[src/smt_pkg.sv]
// Shared constants, types and helpers for the systolic int8 matmul tile.
package smt_pkg;

  localparam int ARRAY_DIM = 4;
  localparam int CELLS     = ARRAY_DIM * ARRAY_DIM;
  localparam int CELL_W    = $clog2(CELLS);
  localparam int IDX_W     = $clog2(ARRAY_DIM);
  localparam int DATA_W    = 32;
  localparam int OPND_W    = 8;
  localparam int ADDR_W    = 5;
  localparam int PHASE_W   = 2;

  localparam logic [DATA_W-1:0] ID_WORD     = 32'hCAFEBABE;
  localparam logic [ADDR_W-1:0] REG_CTRL    = 5'd0;
  localparam int                RESULT_BASE = 16;
  localparam int                CTL_STEP_BIT  = 0;
  localparam int                CTL_CLEAR_BIT = 1;

  typedef enum logic {
    ACT_WRITE = 1'b0,
    ACT_READ  = 1'b1
  } action_t;

  typedef struct packed {
    logic step;
    logic clear;
  } cell_ctl_t;

  function automatic logic [OPND_W-1:0] pick_byte(input logic [DATA_W-1:0] word,
                                                  input logic [PHASE_W-1:0] phase);
    pick_byte = word[8*phase +: OPND_W];
  endfunction

endpackage

[src/smt_cell.sv]
// One multiply-accumulate cell: operand pipe registers and a wrapping accumulator.
module smt_cell (
  input  logic                          clk,
  input  logic                          rst_n,
  input  smt_pkg::cell_ctl_t            ctl,
  input  logic [smt_pkg::OPND_W-1:0]    h_in,
  input  logic [smt_pkg::OPND_W-1:0]    v_in,
  output logic [smt_pkg::OPND_W-1:0]    h_out,
  output logic [smt_pkg::OPND_W-1:0]    v_out,
  output logic [smt_pkg::DATA_W-1:0]    acc
);

  logic [smt_pkg::OPND_W-1:0] h_r, v_r;
  logic [smt_pkg::DATA_W-1:0] acc_r, acc_nxt;
  logic signed [2*smt_pkg::OPND_W-1:0] prod;

  always_comb begin
    prod    = $signed(h_in) * $signed(v_in);
    acc_nxt = acc_r + {{(smt_pkg::DATA_W-2*smt_pkg::OPND_W){prod[2*smt_pkg::OPND_W-1]}},
                       prod};
  end

  always_ff @(posedge clk) begin
    if (!rst_n || ctl.clear) begin
      h_r   <= '0;
      v_r   <= '0;
      acc_r <= '0;
    end else if (ctl.step) begin
      h_r   <= h_in;
      v_r   <= v_in;
      acc_r <= acc_nxt;
    end
  end

  assign h_out = h_r;
  assign v_out = v_r;
  assign acc   = acc_r;

endmodule

[config.mk]
export PLATFORM = sky130hd
export DESIGN_NAME = smt_cell
export DESIGN_NICKNAME = d
export VERILOG_FILES = /design/src/smt_pkg.sv /design/src/smt_cell.sv
export SDC_FILE = /design/constraint.sdc
export NUM_CORES = 1
export LEC_CHECK = 0
export ABC_CLOCK_PERIOD_IN_PS = 17750
export BUFFER_PORTS_ARGS = -buffer_cell sky130_fd_sc_hd__buf_2
export CORE_UTILIZATION = 55
export CTS_CLUSTER_DIAMETER = 200
export DETAILED_ROUTE_END_ITERATION = 12
export HOLD_SLACK_MARGIN = 0.02
export PLACE_DENSITY_LB_ADDON = 0.3
export SLEW_MARGIN = 20
export SYNTH_ARGS = -nofsm -noshare
export SYNTH_HDL_FRONTEND = slang
export SYNTH_SLANG_ARGS = --single-unit
[constraint.sdc]
create_clock -name clk -period 17.75 [get_ports clk]
set_clock_uncertainty 0.15 [all_clocks]
set_input_delay 1.775 -clock clk [delete_from_list [all_inputs] [get_ports clk]]
set_output_delay 1.775 -clock clk [all_outputs]
set_load 0.05 [all_outputs]
; Yosys cells after proc, flatten, opt, wreduce, memory -nomap -nowiden
; Index checks and enable logic that the tools add are counted.
[word_totals]
ff_bits = 48
ramBits = 0
word_cells = 7
mem_bits_ro = 0
mem_count = 0
out_inout_bits = 48
latchBits = 0
in_bits = 20
[op_classes]
shifts = 0
bitwise = 0
n_reduce_logical = 2
n_mux = 0
n_mul = 1
n_addsub = 1
div = 0
magnitude_cmp = 0
n_eq_ne = 0
[ops]
columns = cell, n
row1 = $add 32x32->32, 1
row2 = $mul 8x8->16, 1
row3 = $logic_not 1->1, 1
row4 = $logic_or 1x1->1, 1

; Longest topological paths before layout
[logic_depth]
depth_word = 2
ltp_mapped = 27
mapped_depth_nobuf = 27

; Worst setup path before layout
; OpenSTA, ideal clock, no wires.
[synth_timing]
path_kind = in2reg
start = input port v_in[3] (netlist name)
end = register acc_r (netlist bit acc[28])
path_stages = 25
setup_time_ns = 0.130
arrival_ns = 7.889
slack_ns = 9.581
n_path_buf = 1
t_required_ns = 17.470
cell_sequence = and2_1 > fa_1 > inv_1 > fa_1 > inv_1 > fa_1 > inv_1 > fa_1 > inv_1 > ha_1 > and3_1 > nand4_2 > nand3_2 > o41ai_4 > xnor2_1 > ha_1 > clkbuf_1 > a21o_1 > a21o_1 > a21oi_1 > o211ai_1 > o21ai_1 > a31oi_1 > xnor2_1 > o22ai_1
[synth_via]
elab_chain_cells = 2
[synth_lines]
columns = item, line
row1 = "start, declared", smt_cell.sv:7  ; input logic [smt_pkg::OPND_W-1:0] v_in,
row2 = $mul 8x8->16, smt_cell.sv:18  ; prod = $signed(h_in) * $signed(v_in);
row3 = $add 32x32->32, smt_cell.sv:19  ; acc_nxt = acc_r + {{(smt_pkg::DATA_W-2*smt_pkg::OPND_W){prod[2*smt_pkg::OPND_W-1]}},
row4 = "end signal, assigned", smt_cell.sv:31  ; acc_r <= acc_nxt;
row5 = "end, declared", smt_cell.sv:14  ; logic [smt_pkg::DATA_W-1:0] acc_r, acc_nxt;
; No other way between the ends.
; A chain may end at the register's enable or synchronous reset.

; Worst setup path in the final report
[layout_timing]
start = input port v_in[3] (netlist name)
end = register acc_r (netlist bit acc[31])
; Same word-level chain as after synthesis.

==> metrics.log <==
INFO  metric status = complete, no violations
INFO  metric post-cts-setup-buffer-count = 0
INFO  metric regArea = 961 sq um
INFO  metric synthCells = 702
INFO  metric port-buffer-count = 67
INFO  metric final.setup.worst_slack = 9.71 ns
INFO  metric compound_cell_area_share_of_the_yosys_netlist = 15.5%
INFO  metric mapped_nets = 840
INFO  metric max_cap_violations = 0
INFO  metric setup-tns-final = 0 ns
INFO  metric timing.hold.worst.class = reg2reg
INFO  metric top_cell_type_s_share_of_synthesized_area = 18.6%
INFO  metric hold_viol_final = 0
INFO  metric hold_buffers = 0
INFO  metric critical_path.max_fanout = 20
INFO  metric final_layout_size_suffix_gt1_share = 12.2%
INFO  metric grt_overflow = 0
INFO  metric cts_tree = done
INFO  metric slew_headroom = 30.2%
INFO  metric crit_type = in2reg
INFO  metric detail_route.wl_per_cell = 15.5 microns
INFO  metric setup_repair_after_global_routing_missed_its_margin = no
INFO  metric num-fill-cells = 925
INFO  metric core_region_area = 10500 sq um
INFO  metric initialDrtViolationCount = 225
INFO  metric critical_path.max_stage_delay = 0.62 ns
INFO  metric drt.antenna.violating_nets = 0
INFO  metric num_rows = 37
INFO  metric async_reset_ff_share = 0%
INFO  metric dpl.hpwl = 10900 microns
INFO  metric synth_top_family_by_area = adder cells
INFO  metric ctsResizeCount = 0
INFO  metric clkSinkCount = 48
INFO  metric clock_tree.htree_level_count = 2
INFO  metric drt-vias-per-instance = 5.73
INFO  metric critical_path_required = 17.86 ns
INFO  metric synth_seq_area_share = 16.0%
INFO  metric cpMaxStageDelayCell = fa_1
INFO  metric synth_enable_flop_cells = 0
INFO  metric die_w = 107 microns
INFO  metric synthMuxAreaShare = 6.22%
INFO  metric wirelength = 13900 microns
INFO  metric antenna-diode-count = 0
INFO  metric cp.arrival = 8.15 ns
INFO  metric cell_chain_critical_path = buf_2 > and2_1 > fa_1 > inv_1 > fa_1 > inv_1 > fa_1 > inv_1 > fa_1 > inv_1 > ha_1 > and3_1 > nand4_2 > nand3_2 > o41ai_4 > xnor2_4 > ha_1 > and4_1 > o21ai_0 > a2111oi_2 > nor2_1 > o21bai_1 > mux4_2 > o2111ai_1
INFO  metric synth_common_cells = inv_1 (96), ha_1 (62), fa_1 (56), nor2_1 (54), dfxtp_1 (48)
INFO  metric dieArea = 11400 sq um
INFO  metric ios = 68
INFO  metric post_synth_instance_area = 6020 sq um
INFO  metric drc_errors = 0
INFO  metric post-place-cells = 888
INFO  metric post_synth_and_or_nand_nor_area_fraction = 18.2%
INFO  metric timing_worst_slew_pin_value = 1.05 ns
INFO  metric syn2layout_area_growth = 9.38%
INFO  metric critPathLaunchType = input port
INFO  metric worst-r2r-cell-count = 10
INFO  metric die-height = 107 microns
INFO  metric yosys.area_share.xor_xnor = 5.39%
INFO  metric synth_fa_ha_area_share = 31.5%
INFO  metric yosys.area.top_type = fa_1
INFO  metric clock_insertion_delay_worst_skew = 0.34 ns
INFO  metric ys_dominant_reg_cell = dfxtp_1
INFO  metric antenna_found_initial = 0
INFO  metric grt_pass1_vias = 5064
INFO  metric post_synth_num_cell_types = 59
INFO  metric grt_max_degree = 51
INFO  metric cts.reportedPaths.clkPinSlew = 0.11 ns
INFO  metric synth.avg_cell_area = 8.57 sq um
INFO  metric layout.core_utilization = 62.9%
INFO  metric track_usage = 25.8%
INFO  metric tritoncts.num_buffers = 5
INFO  metric timing.final.setup_violations = 0
INFO  metric place.gp.congestion = 0.893
INFO  metric clock_path_buffers = 2
INFO  metric post-synth-top-count-cell = inv_1
INFO  metric initial_utilization = 57.5%
INFO  metric critical_path.endpoint_type = flip-flop
INFO  metric timing_max_transition_violations_final = 0
INFO  metric dp_worst_setup_slack = 9.17 ns
INFO  metric synthTopCellsByArea = fa_1 (19%), dfxtp_1 (16%), ha_1 (13%), inv_1 (6.0%), mux2i_1 (5.7%)
INFO  metric period_minus_slack = 8.04 ns
INFO  metric clockRootBuffer = clkbuf_8
INFO  metric vias = 5136
INFO  metric holdPathStages = 2
INFO  metric finalNetCount = 897
INFO  metric grt_first_pass_wirelength = 23600 microns
INFO  metric ys_warn_count = 0
INFO  metric postSynthRegisterBits = 48
INFO  metric final_min_period_over_clock_period = 45.3%
INFO  metric drt_first_pass_iters = 7
INFO  metric multi_input_comb_area = 4640 sq um
INFO  metric post_layout_nonfiller_instances = 896
INFO  metric max_clock_freq = 124 MHz
[sequential cells by signal, summed over array words and instances, names as in the netlist]
| signal | flops |
|---|---|
| acc | 32 |
| h_out | 8 |
| v_out | 8 |
[cell families after synthesis]
| kind of cell | after synthesis |
|---|---|
| compound gates | 134 |
| xor+xnor | 37 |
| fa+ha+maj | 118 |
| buf+inv | 116 |
| flops | 48 |
| mux | 36 |
| simple gates | 213 |
[cell type report]
cell class / instances / area share [%]
Inverter: 97 / 5.53
Tap cell: 136 / 2.59
Timing Repair Buffer: 69 / 5.32
Multi-Input combinational cell: 538 / 70.5
Sequential cell: 48 / 14.6
Clock buffer: 6 / 1.25
Clock inverter: 2 / 0.209
[metal layers]
layer  global-route usage [%]  part of all wire (%)
met1                     32.9                    44
met2                     44.6                    49
met3                     5.05                   5.2
met4                     6.65                   1.2
met5                        0                     0
[final timing paths]
kind | startpoint | end | slack, ns
hold / removal | h_out[6] | h_out[6] | 0.35
hold reg to reg | h_out[6] | h_out[6] | 0.35
setup reg to reg | acc[0] | acc[28] | 14.79
setup / recovery | v_in[3] | acc[31] | 9.71
[critical path, delay by kind of cell]
kind | cells | cell delay (ns)
compound gates | 5 | 1.20
xor+xnor | 1 | 0.29
fa+ha+maj | 6 | 3.08
buf+inv | 5 | 0.45
mux | 1 | 0.33
simple gates | 6 | 1.02
[stage by stage]
step                      area (sq um)  hold slack [ns]
after floorplan                   6020            0.560
after global placement            6470            0.316
after detailed placement          6470            0.333
after CTS                         6570            0.356
after global routing              6580            0.374
final                             6580            0.352
[layout by cell type, fill, tap and decap left out, types with 3 or more instances in the layout]
cell	instances
or3_1	4
o21bai_1	5
and3_1	5
a211o_1	4
nand2b_1	7
nor3_1	12
o211ai_1	5
o21a_1	6
a21oi_1	34
dfxtp_1	48
nand3_1	17
inv_1	96
nor2b_1	11
o22ai_1	3
o21ai_1	10
a21o_1	18
xnor2_1	31
nand4_1	11
a31oi_1	5
o21ai_0	13
nor2_1	54
mux2i_1	34
buf_2	67
clkbuf_8	6
and2_1	46
xor2_1	5
a211oi_1	9
fa_1	56
nand2_1	36
ha_1	62
Power is left out: the tool's default activity adds up to more than one toggle a clock period on the data nets, which glitch-free logic cannot reach.
